==> src/local_minimum_counter_defines.svh <==
// Assertion helpers for local_minimum_counter
`ifndef LOCAL_MINIMUM_COUNTER_DEFINES_SVH
`define LOCAL_MINIMUM_COUNTER_DEFINES_SVH

// condition holds at every edge out of reset
`define LMC_ASSERT_ALWAYS(lbl, expr) \
	lbl: assert property (@(posedge clk) disable iff (!arst_n) (expr)) \
		else $error("lmc check failed");

// consequent holds in the cycle after the antecedent
`define LMC_ASSERT_NEXT(lbl, ante, cons) \
	lbl: assert property (@(posedge clk) disable iff (!arst_n) (ante) |=> (cons)) \
		else $error("lmc check failed");

`endif

==> src/lmc_fifo.sv <==
module lmc_fifo #(
	parameter int DW    = 8,
	parameter int DEPTH = 4
) (
	input  logic                         clk,
	input  logic                         arst_n,
	input  logic                         push,
	input  logic [DW-1:0]                push_data,
	input  logic                         inflight,
	output logic                         room,
	output logic                         pop_valid,
	input  logic                         pop,
	output logic [DW-1:0]                pop_data,
	output logic [$clog2(DEPTH):0]       count
);
	localparam int AW = (DEPTH > 1) ? $clog2(DEPTH) : 1;

	logic [DW-1:0]  mem_q [DEPTH];
	logic [AW-1:0]  wr_q, rd_q;
	logic [AW:0]    cnt_q;

	assign pop_valid = (cnt_q != '0);
	assign pop_data  = mem_q[rd_q];
	assign count     = ($clog2(DEPTH) + 1)'(cnt_q);
	// leave a slot for the word still in the front end
	assign room      = ((cnt_q + (AW + 1)'(inflight)) < (AW + 1)'(DEPTH));

	always_ff @(posedge clk) begin
		if (push) begin
			mem_q[wr_q] <= push_data;
		end
	end

	always_ff @(posedge clk or negedge arst_n) begin
		if (!arst_n) begin
			wr_q  <= '0;
			rd_q  <= '0;
			cnt_q <= '0;
		end else begin
			if (push) begin
				wr_q <= (wr_q == AW'(DEPTH - 1)) ? '0 : wr_q + 1'b1;
			end
			if (pop) begin
				rd_q <= (rd_q == AW'(DEPTH - 1)) ? '0 : rd_q + 1'b1;
			end
			if (push && !pop) begin
				cnt_q <= cnt_q + 1'b1;
			end else if (pop && !push) begin
				cnt_q <= cnt_q - 1'b1;
			end
		end
	end
endmodule

==> config.mk <==
export PLATFORM = sky130hd
export DESIGN_NAME = lmc_fifo
export DESIGN_NICKNAME = d
export VERILOG_FILES = /design/src/local_minimum_counter_defines.svh /design/src/lmc_fifo.sv
export SDC_FILE = /design/constraint.sdc
export NUM_CORES = 1
export LEC_CHECK = 0
export BUFFER_PORTS_ARGS = -buffer_cell sky130_fd_sc_hd__buf_2
export CELL_PAD_IN_SITES_DETAIL_PLACEMENT = 0
export CELL_PAD_IN_SITES_GLOBAL_PLACEMENT = 1
export CORE_ASPECT_RATIO = 1.2
export CORE_UTILIZATION = 33
export DETAILED_ROUTE_END_ITERATION = 10
export GPL_TIMING_DRIVEN = 1
export PLACE_DENSITY_LB_ADDON = 0.1
export SLEW_MARGIN = 0
export SYNTH_ARGS = -nofsm -noshare
export SYNTH_HDL_FRONTEND = slang
export SYNTH_SLANG_ARGS = --single-unit
export TNS_END_PERCENT = 20
==> constraint.sdc <==
create_clock -name clk -period 1.3 [get_ports clk]
set_input_delay 0.13 -clock clk [delete_from_list [all_inputs] [get_ports clk]]
set_output_delay 0.13 -clock clk [all_outputs]
set_load 0.02 [all_outputs]
# [Word level (Yosys, flattened, before mapping)]
# Memory sizes are Yosys's and may differ from the RTL's.
# Index checks and enable logic that the tools add are counted.
[classes] addsub=5 order_cmp=1 n_eq_ne=2 muxes=6 n_reduce_logical=6
[ops] op="two-way mux 3 bit" n=2
[ops] op="adder 2 x 1 -> 2 bit (second input constant)" n=2
[ops] op="== test 2 bit (second input constant)" n=2
[ops] op="two-way mux 2 bit" n=2
[ops] op="adder 3 x 1 -> 3 bit" n=1
[ops] op="adder 3 x 1 -> 3 bit (second input constant)" n=1
[ops] op="less-than comparator 3 bit (second input constant)" n=1
[ops] op="nonzero test 3 bit" n=1
[ops] op="subtractor 3 x 1 -> 3 bit (second input constant)" n=1
[ops] op="logical AND 1 bit" n=2
[ops] op="logical NOT 1 bit" n=2
[ops] op="two-way mux 1 bit" n=2
[ops] op="nonzero test 2 bit" n=1
[word_totals] reg_bits=7 ramBits=32 in_bits=13 elab_cells=24 memories=1
[mem_list] name="mem_q" depth=4 word_bits=8 read_ports=1 rd_clocked_by_memory_dff=0 write_ports=1 line_no="lmc_fifo.sv:18" source="logic [DW-1:0] mem_q [DEPTH];"

# [Longest topological paths before layout]
# Gate-level depths: netlist of run 1.
[depth] word_depth=4 mapped_depth=7

# [Least setup slack after synthesis of run 1]
# No wires, ideal clock.
[synth_path] kind="register -> register" from="register cnt_q[0], in the netlist count[0]" to="register cnt_q[2], in the netlist count[2]" setup_time_ps=80 arrival_time_ps=1317 setup_slack_ps=-97 path_stages_with_launch=5 path_buffers=0 period_less_slack_ps=1397 cell_sequence="dfrtp_1 -> fa_1 -> xor2_1 -> nor2_1 -> xor2_1"
[synth_via] elab_chain_cells=3 word_cells_on_any_way=4 cone_classes="add/sub (2); mux (2)"
[synth_lines] element="start, declared" line_no="lmc_fifo.sv:20" source="logic [AW:0] cnt_q;"
[synth_lines] element="start signal, assigned" line_no="lmc_fifo.sv:47" source="cnt_q <= cnt_q + 1'b1;"
[synth_lines] element="start signal, assigned" line_no="lmc_fifo.sv:49" source="cnt_q <= cnt_q - 1'b1;"
[synth_lines] element="subtractor 3 x 1 -> 3 bit" line_no="lmc_fifo.sv:49"
[synth_lines] element="two-way mux 3 bit" line_no="lmc_fifo.sv:48" source="end else if (pop && !push) begin"
[synth_lines] element="two-way mux 3 bit (*)" line_no="lmc_fifo.sv:46" source="if (push && !pop) begin"
# Mark *: on every way between the ends. The rest lies on a longest branch, timed or not. The select of a mux whose other input is x is not followed.
# A chain may end at the register's enable or synchronous reset.

# [Worst setup path in the final report of run 1]
[layout_path] from="register rd_q[0]" to="output pop_data[3]"
[layout_via] elab_chain_cells=1
[layout_lines] element="start, declared" line_no="lmc_fifo.sv:19" source="logic [AW-1:0] wr_q, rd_q;"
[layout_lines] element="start signal, assigned" line_no="lmc_fifo.sv:44" source="rd_q <= (rd_q == AW'(DEPTH - 1)) ? '0 : rd_q + 1'b1;"
[layout_lines] element="memory read (4 x 8 bit)"
[layout_lines] element="end, declared" line_no="lmc_fifo.sv:13" source="output logic [DW-1:0] pop_data,"
# Every way passes these cells.

==> flow_metrics.tcl, run 1 <==
set metrics [dict create \
    nNetsFinal 147 \
    hold_viol 0 \
    grt_max_degree 14 \
    die_area_um2 5060 \
    r2r_cells 4 \
    hold_class "input port to flop" \
    finalSetupViolCount 10 \
    path_cells "clkbuf_16 -> mux4_2 -> buf_6" \
    ir_worst_vdd_uv 984 \
    cp_top_family "multiplexers" \
    overflow 0 \
    fin_worst_hold_slack_ps 48.3 \
    yosysWarnings 0 \
    power_per_cell_area_nw_per_um2 2290 \
    coreArea_um2 4590 \
    clockRootBuffer "clkbuf_8" \
    p_total_mw 4.95 \
    clkSlewWorstSetupHoldPaths_ps 80 \
    cts_tree "yes" \
    dr.pass1.iters 4 \
    slowest_stage "mux4_2" \
    die_h_um 77.7 \
    rsz0062_at_grt "true" \
    clkLatencyLatePin_ps 290 \
    routabilityCongestion 0.743 \
    yosys_most_used_dff "edfxtp_1" \
    fmax_mhz 609 \
    min_period_ps 1640 \
    antenna_cells 0 \
    synth_top_area_share_pct 61.0 \
    synth.area.top_cells "edfxtp_1, mux4_2, dfrtp_1" \
    clkSinkCount 39 \
    wl_per_cell_um 14.4 \
    wirelength_um 2680 \
    grt_pass1_vias 857 \
    async_flop_share_pct 17.9 \
    outcome "finished, violations left" \
    start_util_pct 34.3 \
    syn_to_final_growth_pct 37.4 \
    crit_path_max_incr_delay_ps 500 \
    die_x_um 65.1 \
    std_cell_rows 27 \
    drc 0 \
    cts_buffer_depth 2 \
    skew_ps 7.20 \
    grt_pass1_wl_um 4250 \
    p_leak_nw 0.835 \
    required_ps 1170 \
    drt_iter0_drc 11 \
    ant_nets 0 \
    yosys-top-cells-count "edfxtp_1, mux4_2, dfrtp_1" \
    via_per_inst 4.47 \
    netlist_instances 80 \
    crit_cells 3 \
    crit_path_end_kind "output pin" \
    synth_nets 100 \
    arrival_ps 1510 \
    worstSetupPathType "flop to output pin" \
    cts_max_level 2 \
    synth.avg_cell_area_um2 19.7 \
    tightest_slew_ps 170 \
    period_share_pct 126 \
    worst_setup_path_start_kind "flop" \
    min_path_cells 1 \
    ys_seq_elements 39 \
    numCtsBuffers 5 \
    cp_max_fo 4 \
    fin_util_pct 47.1 \
    dp_slack_ps -98.1 \
    yosysMostFrequentCell "edfxtp_1" \
    synth-edff-count 32 \
    grt_antenna_before_repair 0 \
    dp_hpwl_um 1840 \
    violations "setup timing" \
    grt_usage_pct 12.0 \
    vias 831 \
    yosysTopAreaCell "edfxtp_1" \
    io_buffers 25 \
    slew_violations 0 \
    slew_headroom_pct 88.7 \
    synth_seq_area_share_pct 72.1 \
    pin_count 26 \
    drive_gt1_share_pct 54.7 \
    maxCapViolCount 0 \
    finalWorstSetupSlack_ps -341 \
    crit_buf_inv 2 \
    yosys.cell_types.count 17 \
    netlist_area_um2 1580 \
]
-- layout by cell type, fill, tap and decap left out --
master | synthesis | layout
edfxtp_1 | 32 | 32
buf_2 | 1 | 16
buf_4 | 0 | 10
buf_6 | 1 | 9
mux4_2 | 8 | 8
ha_1 | 6 | 5
clkbuf_8 | 0 | 5
buf_12 | 0 | 5
dfrtp_1 | 7 | 4
xor2_1 | 3 | 3
mux2_2 | 3 | 3
nor2_1 | 3 | 3
dfrtp_2 | 0 | 3
inv_1 | 4 | 2
inv_2 | 0 | 2
and2_1 | 4 | 2
and2_4 | 0 | 2
nand2_1 | 2 | 2
o21ai_0 | 2 | 2
nand3_2 | 0 | 1
or3_1 | 1 | 1
xnor2_1 | 1 | 1
fa_2 | 0 | 1
ha_4 | 0 | 1
clkinv_2 | 0 | 1
clkinv_4 | 0 | 1
bufinv_16 | 0 | 1
clkbuf_16 | 0 | 1
dlygate4sd3_1 | 0 | 1
-- metrics by stage --
stage | TNS [ps] | instances | area, um^2
5_1_grt | -3370 | 186 | 2170
3_3_place_gp | -187 | 175 | 1930
3_5_place_dp | -297 | 175 | 1930
2_1_floorplan | 0 | 80 | 1580
4_1_cts | -2790 | 185 | 2060
6_report | -2750 | 186 | 2170
-- routing by layer --
layer  part of all wire [%]  track usage (%)  routed length [um]
met1                     44             14.7                1190
met2                     50             19.1                1330
met3                    4.2             3.68                 112
met4                    2.0             5.87                  54
met5                      0                0                   0
-- logic make-up (layout without fill, tap and decap cells) --
family	count (synthesis)	after routing	synth area share, %
flip-flops	39	39	72.1
multiplexers	11	11	13.6
AND/OR/NAND/NOR	11	11	3.49
adder cells (fa/ha/maj)	7	7	6.03
buffers and inverters	6	54	1.98
XOR/XNOR	4	4	2.22
AO/OA/AOI/OAI	2	2	0.635
-- where the power goes --
group / leakage, nW / switching (mW) / total, mW / internal (mW)
combinational: 0.403 / 0.950 / 2.14 / 1.19
clock: 0.0581 / 0.416 / 0.987 / 0.571
sequential: 0.374 / 0.175 / 1.83 / 1.65
-- flip-flops by register name, indices dropped and copies added, names as in the netlist --
register  flops
count         3
mem_q        32
rd_q          2
wr_q          2
-- area by class of cell --
cell class                 instances  area, um^2
clock inverter                     3        43.8
sequential                        39        1140
tap                               58        72.6
clock buffer                       5        68.8
inverter                           4        15.0
timing repair buffer              42         392
multi-input combinational         35         434
fill                             444        2430
-- repair_timing --
item / 4_1_cts / 5_1_grt
cloned: 0 / 1
buffers inserted: 1 / 0
setup endpoints to repair: 11 / 27
hold buffers: 1 / 0
hold endpoints to repair: 7 / 0
resized for setup: 1 / 24
pin swaps: 0 / 0
-- path summary, 6_finish.rpt --
check | slack, ps | start | end
worst min-delay path | 50 | push_data[1] | mem_q[2][1]
max in group asynchronous | 930 | arst_n | rd_q[0]
worst max-delay path | -340 | rd_q[0] | pop_data[3]
worst min register to register | 530 | count[2] | count[2]
worst max register to register | -40 | rd_q[0] | rd_q[1]
min in group asynchronous | 200 | arst_n | rd_q[1]
(Power assumes the default switching activity.)
==> inputs of run 2 (changes only) <==
RECOVER_POWER = 100   (was unset)
==> run 2 against run 1 <==
Net effect: the flow still finishes with violations (setup timing); worst hold slack improved by 41 ps; flip-flop and latch count unchanged; register-to-register slack about the same; core utilization decreased by 0.87 points; count of clock-buffer cells in the layout unchanged; final cell count unchanged; worst setup slack got worse by 1.9 ps; sequential power about the same; clock skew increased by 0.83 ps; highest routed layer unchanged.
==> flow_metrics.tcl, run 2 (synthesis gave the netlist of run 1 again) <==
set metrics [dict create \
    outcome "finished, violations left" \
    violations "setup timing" \
    cts_buffer_depth 2 \
    period_share_pct 126 \
    start_util_pct 34.3 \
    overflow 0 \
    drt_iter0_drc 10 \
    drc 0 \
    place_area_um2 1930 \
    clkSinkCount 39 \
    pin_count 26 \
    grt_pass1_vias 857 \
    grt_antenna_before_repair 0 \
    die_area_um2 5060 \
    layout_commonest_cell "edfxtp_1" \
    io_buffers 25 \
    wirelength_um 2680 \
    crit_path_max_incr_delay_ps 500 \
    worst_setup_path_start_kind "flop" \
    hold_class "input port to flop" \
    rrSetupSlack_ps -40 \
    antenna_cells 0 \
    cp_top_family "multiplexers" \
    clockRootBuffer "clkbuf_8" \
    slew_headroom_pct 73.3 \
    min_period_ps 1640 \
    maxCapViolCount 0 \
    finalWorstSetupSlack_ps -343 \
    crit_path_end_kind "output pin" \
    slowest_stage "mux4_2" \
    grt_usage_pct 12.0 \
    placed_cells 175 \
    fin_area_um2 2130 \
    dp_hpwl_um 1840 \
    grt_max_degree 14 \
    largest_reg_flops 32 \
    ir_worst_vdd_uv 977 \
    power_per_cell_area_nw_per_um2 2300 \
    cts_max_level 2 \
    vias 837 \
    arrival_ps 1510 \
    dp_slack_ps -98.1 \
    p_leak_nw 0.797 \
    power_frac_seq_pct 37.3 \
    slew_violations 0 \
    dr.pass1.iters 4 \
    clkSlewWorstSetupHoldPaths_ps 80 \
    wl_per_cell_um 14.4 \
    p_int_mw 3.36 \
    hold_viol 0 \
    clock_power_share_pct 20.2 \
    power_switching_share_pct 31.4 \
    ant_nets 0 \
    rsz0062_at_grt "true" \
    required_ps 1170 \
    cp_max_fo 4 \
    grt_pass1_wl_um 4250 \
    crit_buf_inv 2 \
    worstSetupPathType "flop to output pin" \
    die_h_um 77.7 \
    fmax_mhz 609 \
    p_total_mw 4.89 \
    die_x_um 65.1 \
    routabilityCongestion 0.743 \
    coreArea_um2 4590 \
    stdcell_count 186 \
    via_per_inst 4.50 \
    cts_tree "yes" \
    setup_tns_ps -2770 \
    skew_ps 8.03 \
    p_sw_mw 1.53 \
    finalSetupViolCount 10 \
    fin_util_pct 46.3 \
    top_register "mem_q" \
    drive_gt1_share_pct 44.5 \
    syn_to_final_growth_pct 34.8 \
    numCtsBuffers 5 \
    std_cell_rows 27 \
    nNetsFinal 147 \
    path_cells "clkbuf_16 -> mux4_2 -> buf_6" \
    final_cell_mix "edfxtp_1, clkbuf_1, buf_6, buf_4, mux4_2" \
    tightest_slew_ps 400 \
    clkLatencyLatePin_ps 290 \
    fin_worst_hold_slack_ps 89.1 \
    p_comb_share_pct 42.5 \
]
run 2: power groups by stage:
stage	clock, mW	combinational (mW)	sequential [mW]
after global placement	0	1.77	1.82
after floorplan	0	1.03	1.85
final	0.989	2.08	1.83
after global routing	1.07	2.25	1.87
after detailed placement	0	1.78	1.83
after CTS	1.01	1.82	1.81
run 2: path summary, 6_finish.rpt:
path	startpoint	to	depth (start not counted)
min	push_data[1]	mem_q[2][1]	1
min in group asynchronous	arst_n	rd_q[1]	2
max in group asynchronous	arst_n	count[1]	2
max reg2reg	rd_q[0]	rd_q[1]	4
min reg2reg	count[2]	count[2]	1
max	rd_q[0]	pop_data[3]	3
run 2: cell type report:
type,count,area [um^2]
clock buffers,5,68.8
clock inverters,3,43.8
fillers,446,2470
inverters,4,15.0
multi-input cells,35,432
flip-flops and latches,39,1140
well taps,58,72.6
repair buffers,42,354
run 2: metal layers:
layer	track usage, %	vias up	share of wire, %
met5	0	-	0
met4	5.87	0	2.0
met3	3.68	6	3.3
met2	19.1	19	51
met1	14.7	412	43
li1	-	400	-
run 2: timing repair:
action / 4_1_cts / 5_1_grt
gates cloned: 0 / 1
gates resized for setup: 1 / 24
setup buffers: 1 / 0
hold buffers: 1 / 0
endpoints found under the hold margin: 7 / 0
endpoints found under the setup margin: 11 / 27
run 2: worst register-to-register path, cell delays in order, from the launching register on:
cell and delay [ps]:
dfrtp_2 440, clkbuf_16 170, buf_4 150, ha_4 220
mux2_2 250
