==> config.mk <==
export PLATFORM = sky130hd
export DESIGN_NAME = lmc_back
export DESIGN_NICKNAME = d
export VERILOG_FILES = /design/src/local_minimum_counter_defines.svh /design/src/lmc_pkg.sv /design/src/lmc_back.sv
export SDC_FILE = /design/constraint.sdc
export NUM_CORES = 1
export LEC_CHECK = 0
export ABC_AREA = 0
export BUFFER_PORTS_ARGS = -buffer_cell sky130_fd_sc_hd__buf_2
export CAP_MARGIN = 20
export CORE_ASPECT_RATIO = 0.5
export CORE_UTILIZATION = 51
export CTS_BUF_LIST = sky130_fd_sc_hd__clkbuf_4
export CTS_CLUSTER_DIAMETER = 120
export DETAILED_ROUTE_END_ITERATION = 16
export PLACE_DENSITY = 0.69
export RECOVER_POWER = 100
export SLEW_MARGIN = 20
export SYNTH_ARGS = -nofsm -noshare
export SYNTH_HDL_FRONTEND = slang
export SYNTH_SLANG_ARGS = --single-unit
export TNS_END_PERCENT = 20
==> constraint.sdc <==
create_clock -name clk -period 5.7 [get_ports clk]
set_input_delay 1.14 -clock clk [delete_from_list [all_inputs] [get_ports clk]]
set_output_delay 1.14 -clock clk [all_outputs]
set_load 0.005 [all_outputs]
==> src/local_minimum_counter_defines.svh <==
// Assertion helpers for local_minimum_counter
`ifndef LOCAL_MINIMUM_COUNTER_DEFINES_SVH
`define LOCAL_MINIMUM_COUNTER_DEFINES_SVH

// condition holds at every edge out of reset
`define LMC_ASSERT_ALWAYS(lbl, expr) \
	lbl: assert property (@(posedge clk) disable iff (!arst_n) (expr)) \
		else $error("lmc check failed");

// consequent holds in the cycle after the antecedent
`define LMC_ASSERT_NEXT(lbl, ante, cons) \
	lbl: assert property (@(posedge clk) disable iff (!arst_n) (ante) |=> (cons)) \
		else $error("lmc check failed");

`endif

==> src/lmc_pkg.sv <==
package lmc_pkg;

	localparam int LMC_MAX_WIDTH     = 1024;
	localparam int LMC_MAX_HEIGHT    = 4096;
	localparam int LMC_SAMPLE_BITS   = 16;
	localparam int LMC_FW_BITS       = 11;
	localparam int LMC_FH_BITS       = 13;
	localparam int LMC_CFG_DATA_BITS = 13;
	localparam int LMC_CFG_IDX_BITS  = 1;
	localparam int LMC_TALLY_BITS    = 23;
	localparam int LMC_QUEUE_DEPTH   = 4;
	localparam int LMC_SIZE_RESET    = 1024;

	// neighbor offsets (row, column)
	localparam int LMC_DROW [8] = '{1, 1, 1, 0, 0, -1, -1, -1};
	localparam int LMC_DCOL [8] = '{1, 0, -1, 1, -1, 0, -1, 1};

	typedef enum logic [LMC_CFG_IDX_BITS-1:0] {
		CFG_FRAME_WIDTH  = 1'b0,
		CFG_FRAME_HEIGHT = 1'b1
	} lmc_cfg_idx_t;

	// position class of one sample, worked out by the front end
	typedef struct packed {
		logic last_col;
		logic last_row;
		logic col_ge1;
		logic col_ge2;
		logic row_ge1;
		logic row_ge2;
	} lmc_flags_t;

endpackage

==> src/lmc_back.sv <==
module lmc_back #(
	parameter int SAMPLE_BITS = 16
) (
	input  logic                                   clk,
	input  logic                                   arst_n,
	input  logic                                   pop_valid,
	output logic                                   pop,
	input  lmc_pkg::lmc_flags_t                    flags,
	input  logic signed [SAMPLE_BITS-1:0]          up,
	input  logic signed [SAMPLE_BITS-1:0]          mid,
	input  logic signed [SAMPLE_BITS-1:0]          x,
	output logic                                   out_valid,
	input  logic                                   out_ready,
	output logic [lmc_pkg::LMC_TALLY_BITS-1:0]     local_min_count
);
	import lmc_pkg::*;

	localparam int SW = SAMPLE_BITS;

	typedef logic signed [SW-1:0] win_t [3][3];

	win_t                      win_q;
	win_t                      nwin;
	logic [LMC_TALLY_BITS-1:0] tally_q;
	logic [LMC_TALLY_BITS-1:0] tally_next;
	logic [LMC_TALLY_BITS-1:0] count_q;
	logic                      out_valid_q;
	logic [2:0]                rok, cok;
	logic                      m11, m12, m21, m22;
	logic [2:0]                inc;
	logic                      final_word;
	logic                      out_free;

	function automatic logic is_min(input win_t w, input int rc, input int cc,
			input logic [2:0] rk, input logic [2:0] ck);
		logic ok;
		int   r;
		int   c;
		ok = 1'b1;
		for (int k = 0; k < 8; k++) begin
			r = rc + LMC_DROW[k];
			c = cc + LMC_DCOL[k];
			if (r >= 0 && r <= 2 && c >= 0 && c <= 2) begin
				if (rk[r] && ck[c] && !(w[rc][cc] < w[r][c])) begin
					ok = 1'b0;
				end
			end
		end
		return ok;
	endfunction

	always_comb begin
		for (int r = 0; r < 3; r++) begin
			nwin[r][0] = win_q[r][1];
			nwin[r][1] = win_q[r][2];
		end
		nwin[0][2] = up;
		nwin[1][2] = mid;
		nwin[2][2] = x;
		// bit 0 is the oldest row / column of the window
		rok = {1'b1, flags.row_ge1, flags.row_ge2};
		cok = {1'b1, flags.col_ge1, flags.col_ge2};
		// centre, right column at row end, bottom row at frame end, corner
		m11 = flags.row_ge1 && flags.col_ge1 && is_min(nwin, 1, 1, rok, cok);
		m12 = flags.last_col && flags.row_ge1 && is_min(nwin, 1, 2, rok, cok);
		m21 = flags.last_row && flags.col_ge1 && is_min(nwin, 2, 1, rok, cok);
		m22 = flags.last_row && flags.last_col && is_min(nwin, 2, 2, rok, cok);
		inc = 3'(m11) + 3'(m12) + 3'(m21) + 3'(m22);
		tally_next = tally_q + LMC_TALLY_BITS'(inc);
	end

	assign final_word      = flags.last_col && flags.last_row;
	assign out_free        = !out_valid_q || out_ready;
	assign pop             = pop_valid && (!final_word || out_free);
	assign out_valid       = out_valid_q;
	assign local_min_count = count_q;

	always_ff @(posedge clk or negedge arst_n) begin
		if (!arst_n) begin
			tally_q     <= '0;
			out_valid_q <= 1'b0;
			for (int r = 0; r < 3; r++) begin
				for (int c = 0; c < 3; c++) begin
					win_q[r][c] <= '0;
				end
			end
		end else begin
			if (out_ready) begin
				out_valid_q <= 1'b0;
			end
			if (pop) begin
				win_q <= nwin;
				if (final_word) begin
					out_valid_q <= 1'b1;
					tally_q     <= '0;
				end else begin
					tally_q <= tally_next;
				end
			end
		end
	end

	always_ff @(posedge clk) begin
		if (pop && final_word) begin
			count_q <= tally_next;
		end
	end
endmodule

Yosys cells after proc, flatten, opt, wreduce, memory -nomap -nowiden
Cells that the tools add are included.
- logic and storage cells: 112
- output and inout bits: 25
- register bits after elaboration: 143
- input bits: 58
- reduce and logical (&&, ||, !) cells: 53
- mux-type cells: 25
- order comparisons: 21
- add/subtract/negate cells: 4
- operators by type and width (cell ; number):
    $lt A16 B16 Y1 ; 21
    $logic_and A1 B1 Y1 ; 31
    $mux W1 ; 24
    $add A23 B3 Y23 ; 1
    $mux W23 ; 1
    $logic_not A1 Y1 ; 20
    $add A2 B1 Y3 ; 1
    $add A3 B1 Y3 ; 1
    $add A1 B1 Y2 ; 1
    $logic_or A1 B1 Y1 ; 2

Longest topological paths before layout
Gate-level depths: netlist of run 1.
- word-level depth: 16
- mapped depth: 20
- depth with buffers taken out: 20

Worst setup path after synthesis of run 1
OpenSTA, ideal clock, no wires.
- path type: input to register
- start point: in mid[5]
- end point: reg tally_q[16]
- buffers on the path: 0
- setup slack: 0.791 ns
- cell stages on the path: 20
- setup time: 0.121 ns
- arrival: 4.788 ns
- data required time: 5.579 ns
- cell sequence: inv_1 ha_1 nand4_1 o21bai_1 a311o_1 nand3_1 mux2i_1 o221a_2 o2111ai_1 fa_1 inv_1 fa_1 fa_1 nand3_1 nor2_1 nand2_2 nor2_4 nand3_1 xnor2_1 a22o_1
- word-level cells in the longest chain between the ends: 14
- elaborated cells on any way between the ends: 44
- those cells by class: 4 x add/sub; 8 x order compare; 14 x mux; 18 x reduce/logical
- ends and longest elaborated chain (item ; RTL line ; text):
    start, declared ; lmc_back.sv:10 ; input logic signed [SAMPLE_BITS-1:0] mid,
    $lt A16 B16 Y1 ; lmc_back.sv:44 ; if (rk[r] && ck[c] && !(w[rc][cc] < w[r][c])) begin
    $logic_not A1 Y1 ; lmc_back.sv:44 ;
    $logic_and A1 B1 Y1 ; lmc_back.sv:44 ;
    $mux W1 (5 in series) ; lmc_back.sv:44 ;
    $logic_and A1 B1 Y1 ; lmc_back.sv:64 ; m11 = flags.row_ge1 && flags.col_ge1 && is_min(nwin, 1, 1, rok, cok);
    $add A1 B1 Y2 ; lmc_back.sv:68 ; inc = 3'(m11) + 3'(m12) + 3'(m21) + 3'(m22);
    $add A2 B1 Y3 ; lmc_back.sv:68 ;
    $add A3 B1 Y3 (*) ; lmc_back.sv:68 ;
    $add A23 B3 Y23 (*) ; lmc_back.sv:69 ; tally_next = tally_q + LMC_TALLY_BITS'(inc);
    via tally_next[16] ; lmc_back.sv:25 ; logic [LMC_TALLY_BITS-1:0] tally_next;
    $mux W23 (*) ; lmc_back.sv:93 ; if (final_word) begin
    end signal, assigned ; lmc_back.sv:97 ; tally_q <= tally_next;
    end, declared ; lmc_back.sv:24 ; logic [LMC_TALLY_BITS-1:0] tally_q;
Mark *: on every way through the listed nets, which the timed path passes. The rest lies on a longest branch.
A chain may end at the register's enable or synchronous reset.

Final worst setup path of run 1
- start point: reg win_q (netlist bit nwin[69])
- end point: reg tally_q[16]
- word-level cells in the longest chain between the ends: 16
- elaborated cells on any way between the ends: 55
- those cells by class: 4 x add/sub; 11 x order compare; 16 x mux; 24 x reduce/logical
- ends and longest elaborated chain (item ; RTL line ; text):
    start, declared ; lmc_back.sv:22 ; win_t win_q;
    start signal, assigned ; lmc_back.sv:92 ; win_q <= nwin;
    $lt A16 B16 Y1 ; lmc_back.sv:44 ;
    $logic_not A1 Y1 ; lmc_back.sv:44 ;
    $logic_and A1 B1 Y1 ; lmc_back.sv:44 ;
    $mux W1 (7 in series) ; lmc_back.sv:44 ;
    $logic_and A1 B1 Y1 ; lmc_back.sv:64 ;
    $add A1 B1 Y2 ; lmc_back.sv:68 ;
    $add A2 B1 Y3 ; lmc_back.sv:68 ;
    $add A3 B1 Y3 (*) ; lmc_back.sv:68 ;
    $add A23 B3 Y23 (*) ; lmc_back.sv:69 ;
    via tally_next[16] ; lmc_back.sv:25 ;
    $mux W23 (*) ; lmc_back.sv:93 ;
Marked as above.

==> run_results.csv, run 1 <==
group,metric,value,unit
yosys,yosys_warnings,0,
floorplanning,start_util,53.0,%
cts,cts_setup_buffers,0,
timing,fin_skew,0.0214,ns
cts,cts_hold_buf,0,
yosys,ys_types,65,
yosys,synth_cells,1227,
min_path,hold_depth,2,
critical_path,crit_path_max_incr_delay,0.61,ns
timing,hold_viol_final,0,
routing,wire_per_inst,19.4,µm
timing,finalSetupTns,0,ns
timing,tightest_slew,4.27,ns
floorplanning,design.portCount,83,
routing,drc,0,
critical_path,path_cells,"inv_1 > ha_1 > a21o_1 > a221o_1 > a211oi_1 > o221a_2 > mux2i_1 > o2111ai_1 > fa_1 > inv_1 > fa_1 > fa_1 > nand3_1 > nor2_1 > nand2_2 > nor2_1 > nand3_1 > xnor2_1 > a22o_1",
routing,first_pass_iters,5,
min_path,min-delay-path-class,"reg2reg",
global_route,grt_pass1_vias,9527,
timing,fmaxAchievable,186,MHz
critical_path,start_kind,"flop",
cts,cts_resized,0,
global_route,grt_first_pass_wirelength,50.6,mm
cts,cts.sinks,143,
critical_path,crit_buf_inv,2,
cells_and_area,layout.nets,1622,
routing,wirelength,31.7,mm
yosys,synth.area.top_cells,"dfrtp_1 27%, ha_1 26%, o21ai_0 7.1%, edfxtp_1 6.2%, nand2_1 5.7%",
floorplanning,fp.dieW,211,µm
critical_path,ff2ff_path_depth,19,
yosys,synth_nets,1520,
power_and_ir_drop,power_density,234,nW/µm²
critical_path,cp_max_fo,7,
routing,ant_nets,0,
yosys,ys_seq_area_share,33.2,%
critical_path,crit_type,"reg2reg",
routing,drt_iter0_drc,704,
floorplanning,rows,37,
run_status,status,"finished, violations left",
floorplanning,dieArea,22400,µm²
global_route,grt_max_degree,95,
timing,rsz0062_at_grt,"no",
cells_and_area,diodes,0,
critical_path,cp_slowest_cell,"dfrtp_1",
timing,drv_slew,225,
cts,cts_buffers,17,
yosys,synth_ff_type,"dfrtp_1",
timing,slew_headroom,-185,%
critical_path,required,6.21,ns
placement,hpwl,25.5,mm
critical_path,crit_top_cell,"fa_1",
timing,period_minus_slack,5.36,ns
timing,fin_crit_sh,94.1,%
placement,placed_area,12000,µm²
yosys,syn_area,11100,µm²
cells_and_area,most-common-layout-cells,"232 x ha_1, 168 x nand2_1, 159 x o21ai_0",
cells_and_area,synthToLayoutAreaGrowth,9.86,%
placement,dpl.cell_count,1602,
placement,place.port_buffers,82,
yosys,async_flop_share,83.9,%
yosys,avgSynthCellArea,9.06,µm²
placement,place_congestion,0.956,
global_route,antenna_found_initial,0,
yosys,synth_top_area_cell,"dfrtp_1",
critical_path,worstSetupEndpointType,"flop",
yosys,synth_seq_cells,143,
cts,clkSlewWorstSetupHoldPaths,0.14,ns
power_and_ir_drop,p_total,2.86,mW
cts,clockBufferDepth,2,
critical_path,crit_family,"adder cells",
global_route,grt_overflow,0,
yosys,synth_edf_count,23,
timing,setup_viol,0,
cts,htree_levels,4,
floorplanning,fp.dieH,106,µm
yosys,synth_top_cell_area_share,27.0,%
power_and_ir_drop,ir_drop,209,µV
cells_and_area,fin_area,12200,µm²
cts,tritoncts,"yes",
flow_run,maxCapViolations,4,
cts,insertion_delay,0.62,ns
global_route,grt_util_all_layers,30.0,%
critical_path,cp_num_cells,19,
cells_and_area,layoutNonFillerInstCount,1634,
cells_and_area,drive_above_1_share,10.2,%
cells_and_area,final_common_cell,"ha_1",
critical_path,crit_arrival,5.87,ns
routing,via_per_inst,5.82,
routing,dr_total_vias,9512,
cts,root_buffer,"clkbuf_4",
floorplanning,core,21000,µm²
run_status,violations,"capacitance limit, slew limit",
power_and_ir_drop,p_leak,6.10,nW
## flip-flops by register name, summed over array words and instances, names as in the netlist
signal / flops
out_valid: 1
tally_q: 23
local_min_count: 23
nwin: 96
## cell usage after synthesis (2+ instances only)
library cell and number:
ha_1 232, nand2_1 168, o21ai_0 158, inv_1 142
dfrtp_1 120, a21oi_1 55, nor2_1 37, clkbuf_1 28
nand4_1 27, edfxtp_1 23, nand3_1 22, a21o_1 21
a211oi_1 18, a22o_1 13, nand2b_1 11, nor3_1 11
xnor2_1 11, xor2_1 9, o21a_1 8, a2111oi_0 7
a31oi_1 7, nor2b_1 7, o211ai_1 7, mux2i_1 6
and4_1 5, o31ai_1 5, a311oi_1 4, and3_1 4
o2111ai_1 4, o21bai_1 4, fa_1 3, nor3b_1 3
o2111a_1 3, o221a_2 3, a221o_1 2, and2_0 2
and2_1 2, mux2_2 2, nor2_4 2, nor3_4 2
nor4_1 2, o22ai_1 2, or2_2 2, or4_1 2
## power breakdown
group / internal, mW / switching (mW)
clock network: 0.267 / 0.441
logic: 0.372 / 0.553
registers: 1.13 / 0.100
total: 1.77 / 1.10
## tightest hold or removal path: cells and delay by family, from the launching register on
kind	cells	cell delay, ns
DFF	1	0.37
and+or+nand+nor	2	0.10
## layer usage
metal	GRT usage [%]	wire [µm]
met1	42.2	15300
met2	45.3	13400
met3	7.15	2320
met4	9.58	650
met5	0	0
## through the flow
stage | utilization, % | hold slack [ns] | setup WS, ns
after global routing | 58.2 | 0.517 | 0.161
after global placement | 57.3 | 0.448 | 0.100
after floorplan | - | 0.431 | 0.791
final | 58.2 | 0.483 | 0.337
after detailed placement | 57.3 | 0.457 | 0.00675
after CTS | 58.7 | 0.488 | 0.504
## final cells by class
cell class	count	area, µm²
fill	1889	8760
sequential	143	3690
clock buffer	17	128
multi-input combinational	913	6740
tap	292	365
clock inverter	15	159
inverter	142	533
timing repair buffer	112	591
## cell families (layout without fill, tap and decap cells)
logic type,after synthesis,in the layout,synth area share (%)
AO/OA/AOI/OAI,329,329,18.0
AND/OR/NAND/NOR,320,320,13.8
adder cells (fa/ha/maj),235,235,26.7
buffers and inverters,171,286,5.79
flip-flops,143,143,33.2
XOR/XNOR,21,21,1.72
multiplexers,8,8,0.743
## final timing paths
check / start / end / slack (ns)
min in group asynchronous: arst_n / nwin[20] / 2.00
worst min-delay path: nwin[128] / nwin[128] / 0.48
worst min register to register: nwin[128] / nwin[128] / 0.48
worst max-delay path: nwin[69] / tally_q[16] / 0.34
worst max register to register: nwin[69] / tally_q[16] / 0.34
max in group asynchronous: arst_n / tally_q[16] / 1.30
No activity file was read; power rests on OpenSTA's default activity.
==> run 2: changes to the inputs <==
--- a/config.mk
+++ b/config.mk
@@ -6,14 +6,14 @@
 export NUM_CORES = 1
 export LEC_CHECK = 0
 export ABC_AREA = 0
-export BUFFER_PORTS_ARGS = -buffer_cell sky130_fd_sc_hd__buf_2
 export CAP_MARGIN = 20
 export CORE_ASPECT_RATIO = 0.5
 export CORE_UTILIZATION = 51
 export CTS_BUF_LIST = sky130_fd_sc_hd__clkbuf_4
 export CTS_CLUSTER_DIAMETER = 120
 export DETAILED_ROUTE_END_ITERATION = 16
-export PLACE_DENSITY = 0.69
+export DONT_BUFFER_PORTS = 1
+export PLACE_DENSITY = 0.66
 export RECOVER_POWER = 100
 export SLEW_MARGIN = 20
 export SYNTH_ARGS = -nofsm -noshare
==> run_results.csv, run 2 (synthesized netlist as in run 1, its figures left out) <==
group,metric,value,unit
timing,slew_headroom,-68.6,%
cts,cts_buffers,17,
power_and_ir_drop,ir_drop,114,µV
power_and_ir_drop,sequentialPowerShare,44.2,%
global_route,grt_first_pass_wirelength,49.8,mm
floorplanning,fp.dieH,106,µm
global_route,grt_pass1_vias,9007,
min_path,min-delay-path-class,"in2async",
global_route,grt_util_all_layers,29.8,%
placement,place.port_buffers,0,
routing,via_per_inst,5.87,
floorplanning,dieArea,22400,µm²
cts,htree_levels,4,
routing,drc,0,
critical_path,crit_buf_inv,2,
power_and_ir_drop,power_density,233,nW/µm²
timing,fin_crit_sh,93.4,%
routing,dr_total_vias,9132,
routing,ant_nets,0,
timing,hold_viol_final,0,
cts,cts_setup_buffers,0,
critical_path,crit_arrival,5.85,ns
cells_and_area,largest_reg_flops,96,
critical_path,worstReg2RegStart,"nwin[75]",
global_route,grt_max_degree,121,
cells_and_area,multiInputGateArea,6740,µm²
critical_path,crit_path_max_incr_delay,0.73,ns
timing,rsz0062_at_grt,"no",
global_route,antenna_found_initial,2,
routing,wire_per_inst,20.3,µm
critical_path,startpoint,"up[13]",
floorplanning,start_util,53.0,%
critical_path,crit_top_cell,"fa_1",
critical_path,crit_type,"in2reg",
run_status,violations,"capacitance limit, slew limit",
placement,place_ws,-0.0162,ns
floorplanning,core,21000,µm²
cells_and_area,fin_area,11800,µm²
cts,cts_hold_buf,0,
floorplanning,rows,37,
critical_path,worstSetupEndpointType,"flop",
timing,drv_slew,120,
cts,root_buffer,"clkbuf_4",
cts,cts_resized,0,
global_route,grt_overflow,0,
timing,setup_ws,0.378,ns
cts,tritoncts,"yes",
timing,finalSetupTns,0,ns
critical_path,start_kind,"input pin",
cells_and_area,synthToLayoutAreaGrowth,6.44,%
power_and_ir_drop,pwr-share-clk,24.1,%
cts,clkSlewWorstSetupHoldPaths,0.16,ns
run_status,status,"finished, violations left",
placement,place_congestion,0.968,
critical_path,rrSetupSlack,0.39,ns
timing,tightest_slew,2.53,ns
cells_and_area,regArea,3690,µm²
timing,setup_viol,0,
critical_path,crit_family,"compound AO/OA/AOI/OAI gates",
cells_and_area,drive_above_1_share,5.78,%
cells_and_area,final_common_cell,"ha_1",
power_and_ir_drop,p_leak,5.80,nW
routing,first_pass_iters,5,
power_and_ir_drop,internal-power,1.71,mW
floorplanning,design.portCount,83,
timing,fin_skew,0.0257,ns
cts,clockBufferDepth,2,
critical_path,cp_slowest_cell,"a311oi_1",
timing,period_minus_slack,5.32,ns
routing,wirelength,31.6,mm
cts,insertion_delay,0.62,ns
critical_path,path_cells,"inv_1 > ha_1 > a21o_1 > a21oi_1 > and3_1 > o22ai_1 > a311oi_1 > o2111a_1 > nand4b_1 > fa_1 > inv_1 > fa_1 > fa_1 > nand3_1 > nor2_1 > nand2_1 > nor3_2 > a31oi_1 > o21ai_0 > o31ai_1",
placement,placed_area,11600,µm²
cells_and_area,most-common-layout-cells,"232 x ha_1, 169 x nand2_1, 159 x o21ai_0",
flow_run,maxCapViolations,3,
power_and_ir_drop,power.switching,1.05,mW
cells_and_area,layout.nets,1544,
critical_path,cp_max_fo,5,
power_and_ir_drop,p_comb_share,31.6,%
power_and_ir_drop,p_total,2.76,mW
power_and_ir_drop,swShare,38.1,%
critical_path,required,6.23,ns
timing,fmaxAchievable,188,MHz
floorplanning,fp.dieW,211,µm
cells_and_area,n_fill_cell,1934,
routing,drt_iter0_drc,809,
placement,hpwl,25.2,mm
cts,cts.sinks,143,
run 2: final timing paths:
check	to	cells after the start
setup / recovery	tally_q[20]	20
hold / removal	nwin[136]	0
setup reg to reg	tally_q[20]	19
hold reg to reg	nwin[128]	2
max in group asynchronous	nwin[34]	0
min in group clk	nwin[128]	2
run 2: worst register-to-register path, stage by stage (launching register included):
cell	delay, ns
dfrtp_1	0.57
ha_1	0.40
a31oi_1	0.17
o21ai_0	0.18
a2111oi_0	0.68
o21a_1	0.23
mux2i_1	0.10
a311oi_1	0.30
nand4b_1	0.25
fa_1	0.57
inv_1	0.06
fa_1	0.46
fa_1	0.40
nand3_1	0.09
nor2_1	0.06
nand2_1	0.17
nor3_2	0.10
a31oi_1	0.19
o21ai_0	0.10
o31ai_1	0.15
run 2: metrics by stage:
stage          util, %  hold slack [ns]  std cells
3_5_place_dp      55.5            0.452       1524
6_report          56.4            0.200       1557
5_1_grt           56.4            0.148       1557
4_1_cts           56.8            0.134       1556
3_3_place_gp      55.5            0.446       1524
2_1_floorplan        -            0.431       1227
run 2: per-layer routing:
layer	vias to the layer above	global-route usage (%)	wire, µm
li1	4445	-	-
met3	45	6.38	2350
met1	4351	43.9	15800
met4	2	10.2	716
met5	-	0	11
met2	289	42.7	12700
run 2: cell type report:
cell class / instances / area share, %
Clock buffer: 17 / 1.08
Timing Repair Buffer: 34 / 1.97
Inverter: 142 / 4.51
Tap cell: 292 / 3.09
Antenna cell: 1 / 0.0212
Multi-Input combinational cell: 913 / 57.0
Sequential cell: 143 / 31.2
Clock inverter: 15 / 1.14
run 2: power by group through the flow:
stage | logic [mW] | registers (mW) | clock network [mW]
after floorplan | 0.603 | 1.21 | 0
after global placement | 0.822 | 1.23 | 0
after detailed placement | 0.860 | 1.24 | 0
after CTS | 0.863 | 1.22 | 0.678
after global routing | 1.00 | 1.23 | 0.721
final | 0.872 | 1.22 | 0.665
==> run 3: changes to the inputs <==
--- a/config.mk
+++ b/config.mk
@@ -8,12 +8,12 @@
 export ABC_AREA = 0
 export CAP_MARGIN = 20
 export CORE_ASPECT_RATIO = 0.5
-export CORE_UTILIZATION = 51
+export CORE_UTILIZATION = 65
 export CTS_BUF_LIST = sky130_fd_sc_hd__clkbuf_4
 export CTS_CLUSTER_DIAMETER = 120
 export DETAILED_ROUTE_END_ITERATION = 16
 export DONT_BUFFER_PORTS = 1
-export PLACE_DENSITY = 0.66
+export PLACE_DENSITY = 0.81
 export RECOVER_POWER = 100
 export SLEW_MARGIN = 20
 export SYNTH_ARGS = -nofsm -noshare
==> run_results.csv, run 3 (synthesized netlist as in run 1, its figures left out) <==
group,metric,value,unit
cells_and_area,fin_area,11700,µm²
routing,drt_iter0_drc,957,
critical_path,rrSetupSlack,0.37,ns
timing,setup_ws,0.372,ns
placement,hpwl,24.0,mm
power_and_ir_drop,power_density,241,nW/µm²
critical_path,ff2ff_path_depth,19,
cells_and_area,final_common_cell,"ha_1",
global_route,grt_util_all_layers,35.4,%
global_route,grt_first_pass_wirelength,47.4,mm
timing,rsz0062_at_grt,"no",
timing,fmaxAchievable,188,MHz
placement,place.port_buffers,0,
timing,tightest_slew,3.93,ns
routing,ant_nets,0,
critical_path,crit_type,"reg2reg",
cts,tritoncts,"yes",
routing,dr_total_vias,9365,
timing,hold_slack,0.235,ns
global_route,grt_pass1_vias,8975,
global_route,grt_overflow,0,
critical_path,worstSetupEndpointType,"flop",
critical_path,required,6.18,ns
timing,fin_crit_sh,93.5,%
cts,insertion_delay,0.59,ns
cells_and_area,layout.nets,1531,
power_and_ir_drop,p_leak,5.77,nW
global_route,grt_max_degree,121,
critical_path,r2r_end,"tally_q[20]",
timing,slew_headroom,-162,%
floorplanning,dieArea,17700,µm²
cells_and_area,regArea,3690,µm²
routing,drc,0,
routing,wirelength,30.2,mm
cts,clockBufferDepth,2,
cts,root_buffer,"clkbuf_4",
critical_path,startpoint,"nwin[27]",
cells_and_area,most-common-layout-cells,"232 x ha_1, 168 x nand2_1, 159 x o21ai_0",
timing,hold_viol_final,0,
cts,cts_buffers,17,
floorplanning,fp.dieH,94.5,µm
placement,placed_area,11500,µm²
floorplanning,start_util,67.1,%
critical_path,cp_max_fo,5,
routing,first_pass_iters,7,
timing,setup_viol,0,
global_route,antenna_found_initial,0,
critical_path,crit_arrival,5.81,ns
cts,cts_setup_buffers,0,
floorplanning,fp.dieW,187,µm
cells_and_area,n_fill_cell,1250,
run_status,violations,"capacitance limit, slew limit",
cts,cts_hold_buf,0,
timing,drv_slew,166,
flow_run,maxCapViolations,3,
cells_and_area,largest_reg_flops,96,
run_status,status,"finished, violations left",
cts,clkSlewWorstSetupHoldPaths,0.14,ns
cells_and_area,multiInputGateArea,6740,µm²
cts,cts.sinks,143,
critical_path,worstReg2RegStart,"nwin[27]",
placement,place_congestion,1.02,
min_path,min-delay-path-class,"in2async",
floorplanning,core,16600,µm²
timing,period_minus_slack,5.33,ns
cells_and_area,synthToLayoutAreaGrowth,5.27,%
cts,htree_levels,4,
cells_and_area,diodes,0,
critical_path,start_kind,"flop",
placement,place_ws,0.0378,ns
routing,via_per_inst,6.34,
timing,finalSetupTns,0,ns
floorplanning,rows,33,
routing,wire_per_inst,20.4,µm
cells_and_area,drive_above_1_share,5.28,%
power_and_ir_drop,ir_drop,154,µV
floorplanning,design.portCount,83,
cts,cts_resized,0,
critical_path,worstSetupEndpoint,"tally_q[20]",
timing,fin_skew,0.0303,ns
-- run 3: changes by cell type in the layout (fill, tap and decap cells not counted), sizes merged --
cell | previous run | this run
clkbuf | 23 | 21
bufinv | 1 | 3
clkinv | 7 | 4
buf | 28 | 19
inv | 147 | 145
clkinvlp | 2 | 3
diode | 1 | 0
-- run 3: worst max-delay path: stages, from the launching register on --
cell	delay [ns]
dfrtp_1	0.50
inv_1	0.14
ha_1	0.33
nand4_1	0.13
or4_1	0.58
a21oi_2	0.17
nor4b_1	0.07
nor3b_1	0.47
o2111ai_1	0.39
fa_1	0.59
inv_1	0.05
fa_1	0.47
fa_1	0.47
nand3_1	0.10
nor2_1	0.09
nand2_2	0.15
nor3_2	0.08
a31oi_1	0.17
o21ai_0	0.11
o31ai_1	0.19
-- run 3: per-layer routing --
metal	routed length (µm)	GRT usage (%)	share of wire [%]
met1	13400	48.8	44
met2	13000	55.3	43
met3	3310	10.1	11
met4	517	8.40	1.7
met5	0	0	0
-- run 3: worst min path at each step --
stage	start	endpoint	slack [ns]	cells past startpoint
2_1_floorplan	nwin[128]	nwin[128]	0.43	2
5_1_grt	arst_n	nwin[131]	0.19	0
3_3_place_gp	nwin[128]	nwin[128]	0.44	2
6_report	arst_n	nwin[131]	0.23	0
3_5_place_dp	nwin[128]	nwin[128]	0.45	2
4_1_cts	arst_n	tally_q[12]	0.22	0
-- run 3: area by class of cell --
| cell class | count | area share, % |
|---|---|---|
| clock buffer | 19 | 1.22 |
| clock inverter | 13 | 1.38 |
| inverter | 142 | 4.56 |
| multi-input combinational | 913 | 57.6 |
| sequential | 143 | 31.6 |
| tap | 227 | 2.43 |
| timing repair buffer | 21 | 1.28 |
-- run 3: through the flow --
step | power, mW | util (%) | cells
after floorplan | 1.81 | - | 1227
after global placement | 2.03 | 69.2 | 1446
after detailed placement | 2.08 | 69.2 | 1446
after CTS | 2.80 | 71.1 | 1478
after global routing | 2.99 | 70.7 | 1478
final | 2.82 | 70.7 | 1478
-- run 3: power breakdown --
part           internal (mW)  total [mW]  switching, mW
Sequential              1.13        1.22         0.0940
Combinational          0.356       0.871          0.515
Clock                  0.315       0.728          0.412
Total                   1.80        2.82           1.02
